## config.mk

```make
export PLATFORM = sky130hd
export DESIGN_NAME = https_uri_field_splitter
export DESIGN_NICKNAME = d
export VERILOG_FILES = /design/src/rtl/hufs_pkg.sv /design/src/rtl/https_uri_field_splitter.sv /design/src/rtl/hufs_parse.sv
export SDC_FILE = /design/constraint.sdc
export NUM_CORES = 1
export LEC_CHECK = 0
export BUFFER_PORTS_ARGS = -buffer_cell sky130_fd_sc_hd__buf_2
export CAP_MARGIN = 20
export CORE_UTILIZATION = 30
export DETAILED_ROUTE_END_ITERATION = 10
export SYNTH_ARGS = -nofsm -noshare
export SYNTH_HDL_FRONTEND = slang
export SYNTH_SLANG_ARGS = --single-unit
```

## constraint.sdc

```tcl
create_clock -name i_clk -period 10.4 [get_ports i_clk]
set_input_delay 1.04 -clock i_clk [delete_from_list [all_inputs] [get_ports i_clk]]
set_output_delay 1.04 -clock i_clk [all_outputs]
set_load 0.02 [all_outputs]
```

## src/rtl/hufs_pkg.sv

```systemverilog
// Shared types, character codes and helpers for the https URI field splitter.
// No dependencies; imported by hufs_parse and https_uri_field_splitter.
package hufs_pkg;

    localparam int STATUS_W = 3;
    localparam int OFS_W    = 11;
    localparam int PORT_W   = 16;
    localparam int CHAR_W   = 8;
    localparam int ACC_W    = 20;

    localparam logic [PORT_W-1:0] DEFAULT_PORT = 16'd443;
    localparam logic [ACC_W-1:0]  PORT_LIMIT   = 20'd65535;

    localparam logic [CHAR_W-1:0] CH_COLON  = 8'h3A;
    localparam logic [CHAR_W-1:0] CH_SLASH  = 8'h2F;
    localparam logic [CHAR_W-1:0] CH_QUEST  = 8'h3F;
    localparam logic [CHAR_W-1:0] CH_HASH   = 8'h23;
    localparam logic [CHAR_W-1:0] CH_LBRACK = 8'h5B;
    localparam logic [CHAR_W-1:0] CH_RBRACK = 8'h5D;
    localparam logic [CHAR_W-1:0] CH_ZERO   = 8'h30;
    localparam logic [CHAR_W-1:0] CH_NINE   = 8'h39;

    typedef enum logic [STATUS_W-1:0] {
        ST_OK     = 3'd0,
        ST_PREFIX = 3'd1,
        ST_HOST   = 3'd2,
        ST_PORT   = 3'd3,
        ST_LONG   = 3'd4
    } t_status;

    typedef enum logic [7:0] {
        PH_PREFIX    = 8'b0000_0001,
        PH_HOSTSTART = 8'b0000_0010,
        PH_HOST      = 8'b0000_0100,
        PH_V6        = 8'b0000_1000,
        PH_AFTERV6   = 8'b0001_0000,
        PH_PORT      = 8'b0010_0000,
        PH_PATH      = 8'b0100_0000,
        PH_FRAG      = 8'b1000_0000
    } t_phase;

    // first member sits in the top bits, so status ends up in bits 2:0
    typedef struct packed {
        logic                path_default;
        logic [OFS_W-1:0]    path_length;
        logic [OFS_W-1:0]    path_offset;
        logic [PORT_W-1:0]   port_number;
        logic [OFS_W-1:0]    hostport_length;
        logic [OFS_W-1:0]    host_length;
        logic [OFS_W-1:0]    host_offset;
        t_status             status;
    } t_result;

    localparam int RESULT_W = $bits(t_result);
    localparam int TDATA_W  = ((RESULT_W + 7) / 8) * 8;

    function automatic logic [CHAR_W-1:0] scheme_char(input logic [2:0] idx);
        logic [CHAR_W-1:0] ch;
        case (idx)
            3'd0:    ch = 8'h68;
            3'd1:    ch = 8'h74;
            3'd2:    ch = 8'h74;
            3'd3:    ch = 8'h70;
            3'd4:    ch = 8'h73;
            3'd5:    ch = CH_COLON;
            default: ch = CH_SLASH;
        endcase
        return ch;
    endfunction

    function automatic logic is_path_mark(input logic [CHAR_W-1:0] ch);
        return ch inside {CH_SLASH, CH_QUEST, CH_HASH};
    endfunction

    function automatic logic is_digit(input logic [CHAR_W-1:0] ch);
        return ch inside {[CH_ZERO:CH_NINE]};
    endfunction

endpackage

```

## src/rtl/https_uri_field_splitter.sv

```systemverilog
// Top level of the https URI field splitter: input word register, parser, result register.
// Depends on hufs_pkg and hufs_parse.
//
// Usage:
//   s_axis carries the URI one character per word; tlast marks its final character.
//   m_axis carries one result word per URI, sent after the word with tlast set.
//   The final character first sits in the input register; then its parse result
//   loads the result register.
//   Throughput: one character per cycle, back to back, including across URIs,
//   except while a final character waits for the result register (see below);
//   the per-character update is one phase step plus a multiply by ten for the port.
//   A URI longer than MAX_URI_LEN characters reports status 4; positions saturate.
//   Reset clears the parse state, the input register and the result valid flag;
//   the next character after reset is the first of a new URI.
//   When m_axis_tready is low the result word holds; ordinary characters keep
//   flowing, and only a final character waits in the input register until the
//   result register is free; while it waits, s_axis_tready is low.
module https_uri_field_splitter #(
    parameter int MAX_URI_LEN = 1024
) (
    input  logic                          i_clk,
    input  logic                          i_rst_n,
    input  logic                          s_axis_tvalid,
    output logic                          s_axis_tready,
    input  logic [7:0]                    s_axis_tdata,   // char_code
    input  logic                          s_axis_tlast,   // end_mark
    output logic                          m_axis_tvalid,
    input  logic                          m_axis_tready,
    // status, host_offset, host_length, hostport_length, port_number,
    // path_offset, path_length, path_default, zero pad
    output logic [hufs_pkg::TDATA_W-1:0]  m_axis_tdata
);
    import hufs_pkg::*;

    logic              r_in_valid;
    logic [CHAR_W-1:0] r_in_char;
    logic              r_in_last;
    logic              r_out_valid;
    t_result           r_out_data;

    logic              out_free;
    logic              step;
    logic              res_valid;
    t_result           res;

    assign out_free      = !r_out_valid || m_axis_tready;
    assign step          = r_in_valid && (!r_in_last || out_free);
    assign s_axis_tready = !r_in_valid || step;

    always_ff @(posedge i_clk) begin
        if (!i_rst_n) begin
            r_in_valid <= 1'b0;
        end else if (s_axis_tready) begin
            r_in_valid <= s_axis_tvalid;
        end
    end

    always_ff @(posedge i_clk) begin
        if (s_axis_tvalid && s_axis_tready) begin
            r_in_char <= s_axis_tdata;
            r_in_last <= s_axis_tlast;
        end
    end

    hufs_parse #(
        .MAX_URI_LEN(MAX_URI_LEN)
    ) u_parse (
        .i_clk      (i_clk),
        .i_rst_n    (i_rst_n),
        .i_step     (step),
        .i_char     (r_in_char),
        .i_last     (r_in_last),
        .o_res_valid(res_valid),
        .o_res      (res)
    );

    always_ff @(posedge i_clk) begin
        if (!i_rst_n) begin
            r_out_valid <= 1'b0;
        end else if (res_valid) begin
            r_out_valid <= 1'b1;
        end else if (m_axis_tready) begin
            r_out_valid <= 1'b0;
        end
    end

    always_ff @(posedge i_clk) begin
        if (res_valid) begin
            r_out_data <= res;
        end
    end

    assign m_axis_tvalid = r_out_valid;
    assign m_axis_tdata  = {{(TDATA_W - RESULT_W){1'b0}}, r_out_data};

endmodule

```

## src/rtl/hufs_parse.sv

```systemverilog
// Per-character parse state and update logic, with the end-of-URI result.
// Depends on hufs_pkg.
module hufs_parse #(
    parameter int MAX_URI_LEN = 1024
) (
    input  logic                      i_clk,
    input  logic                      i_rst_n,
    input  logic                      i_step,
    input  logic [hufs_pkg::CHAR_W-1:0] i_char,
    input  logic                      i_last,
    output logic                      o_res_valid,
    output hufs_pkg::t_result         o_res
);
    import hufs_pkg::*;

    localparam int POS_W = $clog2(MAX_URI_LEN + 1);
    localparam int EXT_W = (POS_W > OFS_W) ? POS_W : OFS_W;
    localparam logic [POS_W-1:0] POS_MAX    = POS_W'(MAX_URI_LEN);
    localparam logic [POS_W-1:0] POS_SEVEN  = POS_W'(7);
    localparam logic [POS_W-1:0] HOST_RESET = POS_W'(8);
    localparam logic [EXT_W-1:0] HP_BASE    = EXT_W'(8);

    t_phase              r_phase,      n_phase;
    t_status             r_err,        n_err;
    logic [POS_W-1:0]    r_position,   n_position;
    logic [POS_W-1:0]    r_host_begin, n_host_begin;
    logic [POS_W-1:0]    r_host_count, n_host_count;
    logic [PORT_W-1:0]   r_port_acc,   n_port_acc;
    logic                r_port_seen,  n_port_seen;
    logic [POS_W-1:0]    r_path_begin, n_path_begin;
    logic [POS_W-1:0]    r_path_count, n_path_count;

    logic [ACC_W-1:0]    port_next;
    t_status             fin_err;
    logic [POS_W-1:0]    fin_path_begin;
    logic [EXT_W-1:0]    x_host_begin, x_host_count, x_hostport;
    logic [EXT_W-1:0]    x_path_begin, x_path_count;

    assign port_next = (ACC_W'(r_port_acc) << 3) + (ACC_W'(r_port_acc) << 1)
                     + ACC_W'(i_char[3:0]);

    always_comb begin
        n_phase      = r_phase;
        n_err        = r_err;
        n_position   = r_position;
        n_host_begin = r_host_begin;
        n_host_count = r_host_count;
        n_port_acc   = r_port_acc;
        n_port_seen  = r_port_seen;
        n_path_begin = r_path_begin;
        n_path_count = r_path_count;

        if (r_position >= POS_MAX) begin
            n_err = ST_LONG;
        end else begin
            n_position = r_position + 1'b1;
            if (r_err == ST_OK) begin
                case (r_phase)
                    PH_PREFIX: begin
                        if (r_position > POS_SEVEN ||
                            i_char != scheme_char(r_position[2:0])) begin
                            n_err = ST_PREFIX;
                        end else if (r_position == POS_SEVEN) begin
                            n_phase = PH_HOSTSTART;
                        end
                    end
                    PH_HOSTSTART: begin
                        if (i_char == CH_LBRACK) begin
                            n_host_begin = r_position + 1'b1;
                            n_host_count = '0;
                            n_phase      = PH_V6;
                        end else if (i_char == CH_COLON || is_path_mark(i_char)) begin
                            n_err = ST_HOST;
                        end else begin
                            n_host_begin = r_position;
                            n_host_count = POS_W'(1);
                            n_phase      = PH_HOST;
                        end
                    end
                    PH_HOST: begin
                        if (i_char == CH_COLON) begin
                            n_port_seen = 1'b1;
                            n_port_acc  = '0;
                            n_phase     = PH_PORT;
                        end else if (is_path_mark(i_char)) begin
                            n_path_begin = r_position;
                            n_path_count = (i_char == CH_HASH) ? '0 : POS_W'(1);
                            n_phase      = (i_char == CH_HASH) ? PH_FRAG : PH_PATH;
                        end else begin
                            n_host_count = r_host_count + 1'b1;
                        end
                    end
                    PH_V6: begin
                        if (i_char == CH_RBRACK) begin
                            if (r_host_count == '0) begin
                                n_err = ST_HOST;
                            end else begin
                                n_phase = PH_AFTERV6;
                            end
                        end else begin
                            n_host_count = r_host_count + 1'b1;
                        end
                    end
                    PH_AFTERV6: begin
                        if (i_char == CH_COLON) begin
                            n_port_seen = 1'b1;
                            n_port_acc  = '0;
                            n_phase     = PH_PORT;
                        end else begin
                            n_path_begin = r_position;
                            n_path_count = (i_char == CH_HASH) ? '0 : POS_W'(1);
                            n_phase      = (i_char == CH_HASH) ? PH_FRAG : PH_PATH;
                        end
                    end
                    PH_PORT: begin
                        if (is_path_mark(i_char)) begin
                            if (r_port_acc == '0) begin
                                n_err = ST_PORT;
                            end else begin
                                n_path_begin = r_position;
                                n_path_count = (i_char == CH_HASH) ? '0 : POS_W'(1);
                                n_phase      = (i_char == CH_HASH) ? PH_FRAG : PH_PATH;
                            end
                        end else if (is_digit(i_char)) begin
                            if (port_next > PORT_LIMIT) begin
                                n_err = ST_PORT;
                            end else begin
                                n_port_acc = port_next[PORT_W-1:0];
                            end
                        end else begin
                            n_err = ST_PORT;
                        end
                    end
                    PH_PATH: begin
                        if (i_char == CH_HASH) begin
                            n_phase = PH_FRAG;
                        end else begin
                            n_path_count = r_path_count + 1'b1;
                        end
                    end
                    default: begin
                    end
                endcase
            end
        end
    end

    // end-of-URI checks on the updated state
    always_comb begin
        fin_err        = n_err;
        fin_path_begin = n_path_begin;
        if (n_err == ST_OK) begin
            case (n_phase)
                PH_PREFIX, PH_HOSTSTART: fin_err = ST_PREFIX;
                PH_V6:                   fin_err = ST_HOST;
                PH_PORT: begin
                    if (n_port_acc == '0) begin
                        fin_err = ST_PORT;
                    end else begin
                        fin_path_begin = n_position;
                    end
                end
                PH_HOST, PH_AFTERV6:     fin_path_begin = n_position;
                default: begin
                end
            endcase
        end
    end

    assign x_host_begin = EXT_W'(n_host_begin);
    assign x_host_count = EXT_W'(n_host_count);
    assign x_path_begin = EXT_W'(fin_path_begin);
    assign x_path_count = EXT_W'(n_path_count);
    assign x_hostport   = x_path_begin - HP_BASE;

    always_comb begin
        o_res        = '0;
        o_res.status = fin_err;
        if (fin_err == ST_OK) begin
            o_res.host_offset     = x_host_begin[OFS_W-1:0];
            o_res.host_length     = x_host_count[OFS_W-1:0];
            o_res.hostport_length = x_hostport[OFS_W-1:0];
            o_res.port_number     = n_port_seen ? n_port_acc : DEFAULT_PORT;
            o_res.path_offset     = x_path_begin[OFS_W-1:0];
            o_res.path_length     = x_path_count[OFS_W-1:0];
            o_res.path_default    = (n_path_count == '0);
        end
    end

    assign o_res_valid = i_step & i_last;

    always_ff @(posedge i_clk) begin
        if (!i_rst_n || (i_step && i_last)) begin
            r_phase      <= PH_PREFIX;
            r_err        <= ST_OK;
            r_position   <= '0;
            r_host_begin <= HOST_RESET;
            r_host_count <= '0;
            r_port_acc   <= '0;
            r_port_seen  <= 1'b0;
            r_path_begin <= '0;
            r_path_count <= '0;
        end else if (i_step) begin
            r_phase      <= n_phase;
            r_err        <= n_err;
            r_position   <= n_position;
            r_host_begin <= n_host_begin;
            r_host_count <= n_host_count;
            r_port_acc   <= n_port_acc;
            r_port_seen  <= n_port_seen;
            r_path_begin <= n_path_begin;
            r_path_count <= n_path_count;
        end
    end

endmodule
```

==> results.json <==
{
  "clk_path_buf_depth": 2,
  "cp_data_required_time_ps": 10610,
  "grt_pass1_wl_um": 48100,
  "internal-power_mw": 1.15,
  "path_max_fanout": 12,
  "die_w_um": 189,
  "path_common_cell": "inv_1",
  "numCtsBuffers": 17,
  "rrSetupSlack_ps": 4140,
  "fin_crit_sh_pct": 60.2,
  "crit_start": "r_in_char[3]",
  "vdd_ir_drop_max_mv": 0.125,
  "end_kind": "flip-flop",
  "ys_types": 97,
  "maxClockFrequency_mhz": 160,
  "ys.warnings.count": 0,
  "cp_data_arrival_time_ps": 6470,
  "yosysTopAreaCell": "edfxtp_1",
  "via_per_inst": 5.51,
  "port_buffers": 89,
  "vias": 9458,
  "synth_top_flop_cell": "dfxtp_1",
  "ioPinCount": 95,
  "grt_overflow": 0,
  "syn_to_final_growth_pct": 13.2,
  "rsz0062_at_grt": "no",
  "cts_sinks": 166,
  "setup-tns-final_ps": 0,
  "drt_drc_violations_left": 0,
  "antenna_found_initial": 0,
  "reg2reg_from": "r_in_char[3]",
  "cts_root_buf": "clkbuf_16",
  "cts.clk_slew.worst_paths_ps": 70,
  "insertion_delay_ps": 450,
  "power_mw": 1.60,
  "report.final.slew_viol_count": 0,
  "wire_per_inst_um": 17.4,
  "hpwlAfterDp_um": 21400,
  "rr_worst_depth": 20,
  "grt_start_max_net_pins": 84,
  "cts.htree.levels": 4,
  "grt_pass1_vias": 8794,
  "initial_utilization_pct": 30.8,
  "n_fill_cell": 3520,
  "powerDensity_mw_per_mm2": 136,
  "placementRows": 67,
  "gp_congestion": 0.889,
  "syn_area_mm2": 0.0104,
  "final_util_pct": 34.9,
  "critical_path_class": "flip-flop to flip-flop",
  "min_period_ps": 6260,
  "combPwrFrac_pct": 12.0,
  "path_cells": "inv_1, fa_1, inv_1, fa_1, a211oi_1, o21ai_1, a31o_2, a2111o_1, nor4b_1, nand3_1, a221oi_1, a41oi_1, o21ai_2, nor4_1, a21o_1, a21oi_1, ha_1, inv_1, a31o_2, o41ai_1",
  "slew_headroom_pct": 25.3,
  "avgSynthCellArea_um2": 8.63,
  "ant_nets": 0,
  "critPathSlowestCell": "fa_1",
  "critical_path.endpoint": "m_axis_tdata[32]",
  "wl_met2_um": 13300,
  "skew_ps": 13.6,
  "antenna_cells": 0,
  "synth_common_cells": "nor2_1 (165), nand2_1 (116), a21oi_1 (104)",
  "synth_edf_count": 81,
  "tightest_slew_ps": 1120,
  "synth_top_area_share_pct": 23.3,
  "finalHoldViolCount": 0,
  "instances_no_fill": 1717,
  "die_h_um": 189,
  "synth.most_common_cell": "nor2_1",
  "async_flop_share_pct": 0,
  "whs_ps": 456,
  "routed-wl-met3_um": 1640,
  "core_mm2": 0.0339,
  "slowest_delay_ps": 550,
  "seq_power_share_pct": 45.4,
  "start_kind": "flip-flop",
  "wl_met1_um": 14600,
  "dr.pass1.iters": 8,
  "synth_top_cells_by_area": "edfxtp_1 (23%), dfxtp_1 (16%), nor2_1 (5.9%)",
  "drt_iter0_drc": 762,
  "grt_usage_pct": 16.9,
  "p_leak_nw": 4.27,
  "postCtsHoldBufs": 0,
  "netlist_instances": 1210,
  "drive_above_1_share_pct": 14.1,
  "placed_cells": 1684,
  "r2r-end": "m_axis_tdata[32]",
  "ys_seq_area_share_pct": 39.6,
  "ys_ff_latch": 166,
  "fin_nets": 1311,
  "highest_layer": "met4",
  "switchingPower_uw": 449,
  "cts.repair.resized": 0,
  "swShare_pct": 28.0,
  "cts_tree": "done",
  "status": "finished clean",
  "dieArea_mm2": 0.0355,
  "setup_viol": 0,
  "max_cap_viol_count": 0,
  "hp-class": "flip-flop to flip-flop",
  "drt_wl_total_um": 29900,
  "postCtsSetupBuffers": 0,
  "pwr-share-clk_pct": 42.6
}
layout by cell type, fill, tap and decap left out, drive strengths merged, types with 24 or more instances in the layout:
master  Yosys  routed
a22oi      24      24
nand2     116     116
ha         40      40
inv        23      31
a21oi     105     105
nor2      167     167
dfxtp      85      85
nand3      38      38
o21ai      49      49
a211oi     46      46
nor3       51      51
edfxtp     81      81
buf        30     104
metrics by stage:
| step | setup WS (ps) | area, um^2 |
|---|---|---|
| 2_1_floorplan | 5150 | 10500 |
| 3_3_place_gp | 4450 | 11200 |
| 3_5_place_dp | 4270 | 11200 |
| 4_1_cts | 4250 | 11800 |
| 5_1_grt | 3730 | 11800 |
| 6_report | 4140 | 11800 |
sequential cells by signal, indices dropped and copies added (netlist names):
name and count:
u_parse.r_err 3, r_in_last 1, u_parse.r_path_count 11, r_in_valid 1, u_parse.r_path_begin 11, r_in_char 8, u_parse.r_port_acc 16, u_parse.r_port_seen 1
u_parse.r_host_count 11, u_parse.r_host_begin 11, u_parse.r_phase 8, m_axis_tdata 72, u_parse.r_position 11, m_axis_tvalid 1
critical path: cells and delay by family (launching register included):
kind	cells	cell delay, ps
adder cells (fa/ha/maj)	3	1210
buffers and inverters	3	250
AO/OA/AOI/OAI	11	3340
AND/OR/NAND/NOR	3	730
flip-flops	1	510
routing by layer:
metal	vias up	GRT usage (%)
li1	4592	-
met1	4557	24.2
met2	279	25.9
met3	30	2.89
met4	0	4.96
met5	-	0
worst min-delay path by stage:
stage | endpoint | cells after the start | startpoint
final | u_parse.r_host_begin[4] | 2 | u_parse.r_host_begin[4]
after CTS | u_parse.r_host_begin[4] | 2 | u_parse.r_host_begin[4]
after global placement | u_parse.r_host_begin[3] | 1 | u_parse.r_host_begin[3]
after global routing | u_parse.r_path_begin[2] | 2 | u_parse.r_path_begin[2]
after detailed placement | u_parse.r_host_begin[4] | 2 | u_parse.r_host_begin[4]
after floorplan | u_parse.r_host_begin[3] | 1 | u_parse.r_host_begin[3]
cell families after synthesis:
logic type	share of synthesized area [%]
flip-flops	39.6
AND/OR/NAND/NOR	24.9
other	0.0359
XOR/XNOR	2.68
adder cells (fa/ha/maj)	5.18
multiplexers	0.575
AO/OA/AOI/OAI	22.5
buffers and inverters	4.48
power groups by stage:
| stage | Sequential [mW] | Clock [mW] | Combinational [mW] |
|---|---|---|---|
| floorplan | 0.745 | 0 | 0.139 |
| global route | 0.730 | 0.721 | 0.213 |
| finish | 0.728 | 0.682 | 0.193 |
| detailed placement | 0.742 | 0 | 0.192 |
| global placement | 0.742 | 0 | 0.191 |
| CTS | 0.728 | 0.696 | 0.193 |
layout make-up:
cell class / instances / area (um^2) / share of cell area, %
repair buffers: 104 / 556 / 4.70
clock inverters: 15 / 190 / 1.61
inverters: 23 / 86.3 / 0.731
flip-flops and latches: 166 / 4130 / 35.0
clock buffers: 17 / 425 / 3.60
multi-input cells: 944 / 5860 / 49.6
well taps: 448 / 561 / 4.74
Power figures use the tool's default switching activity.
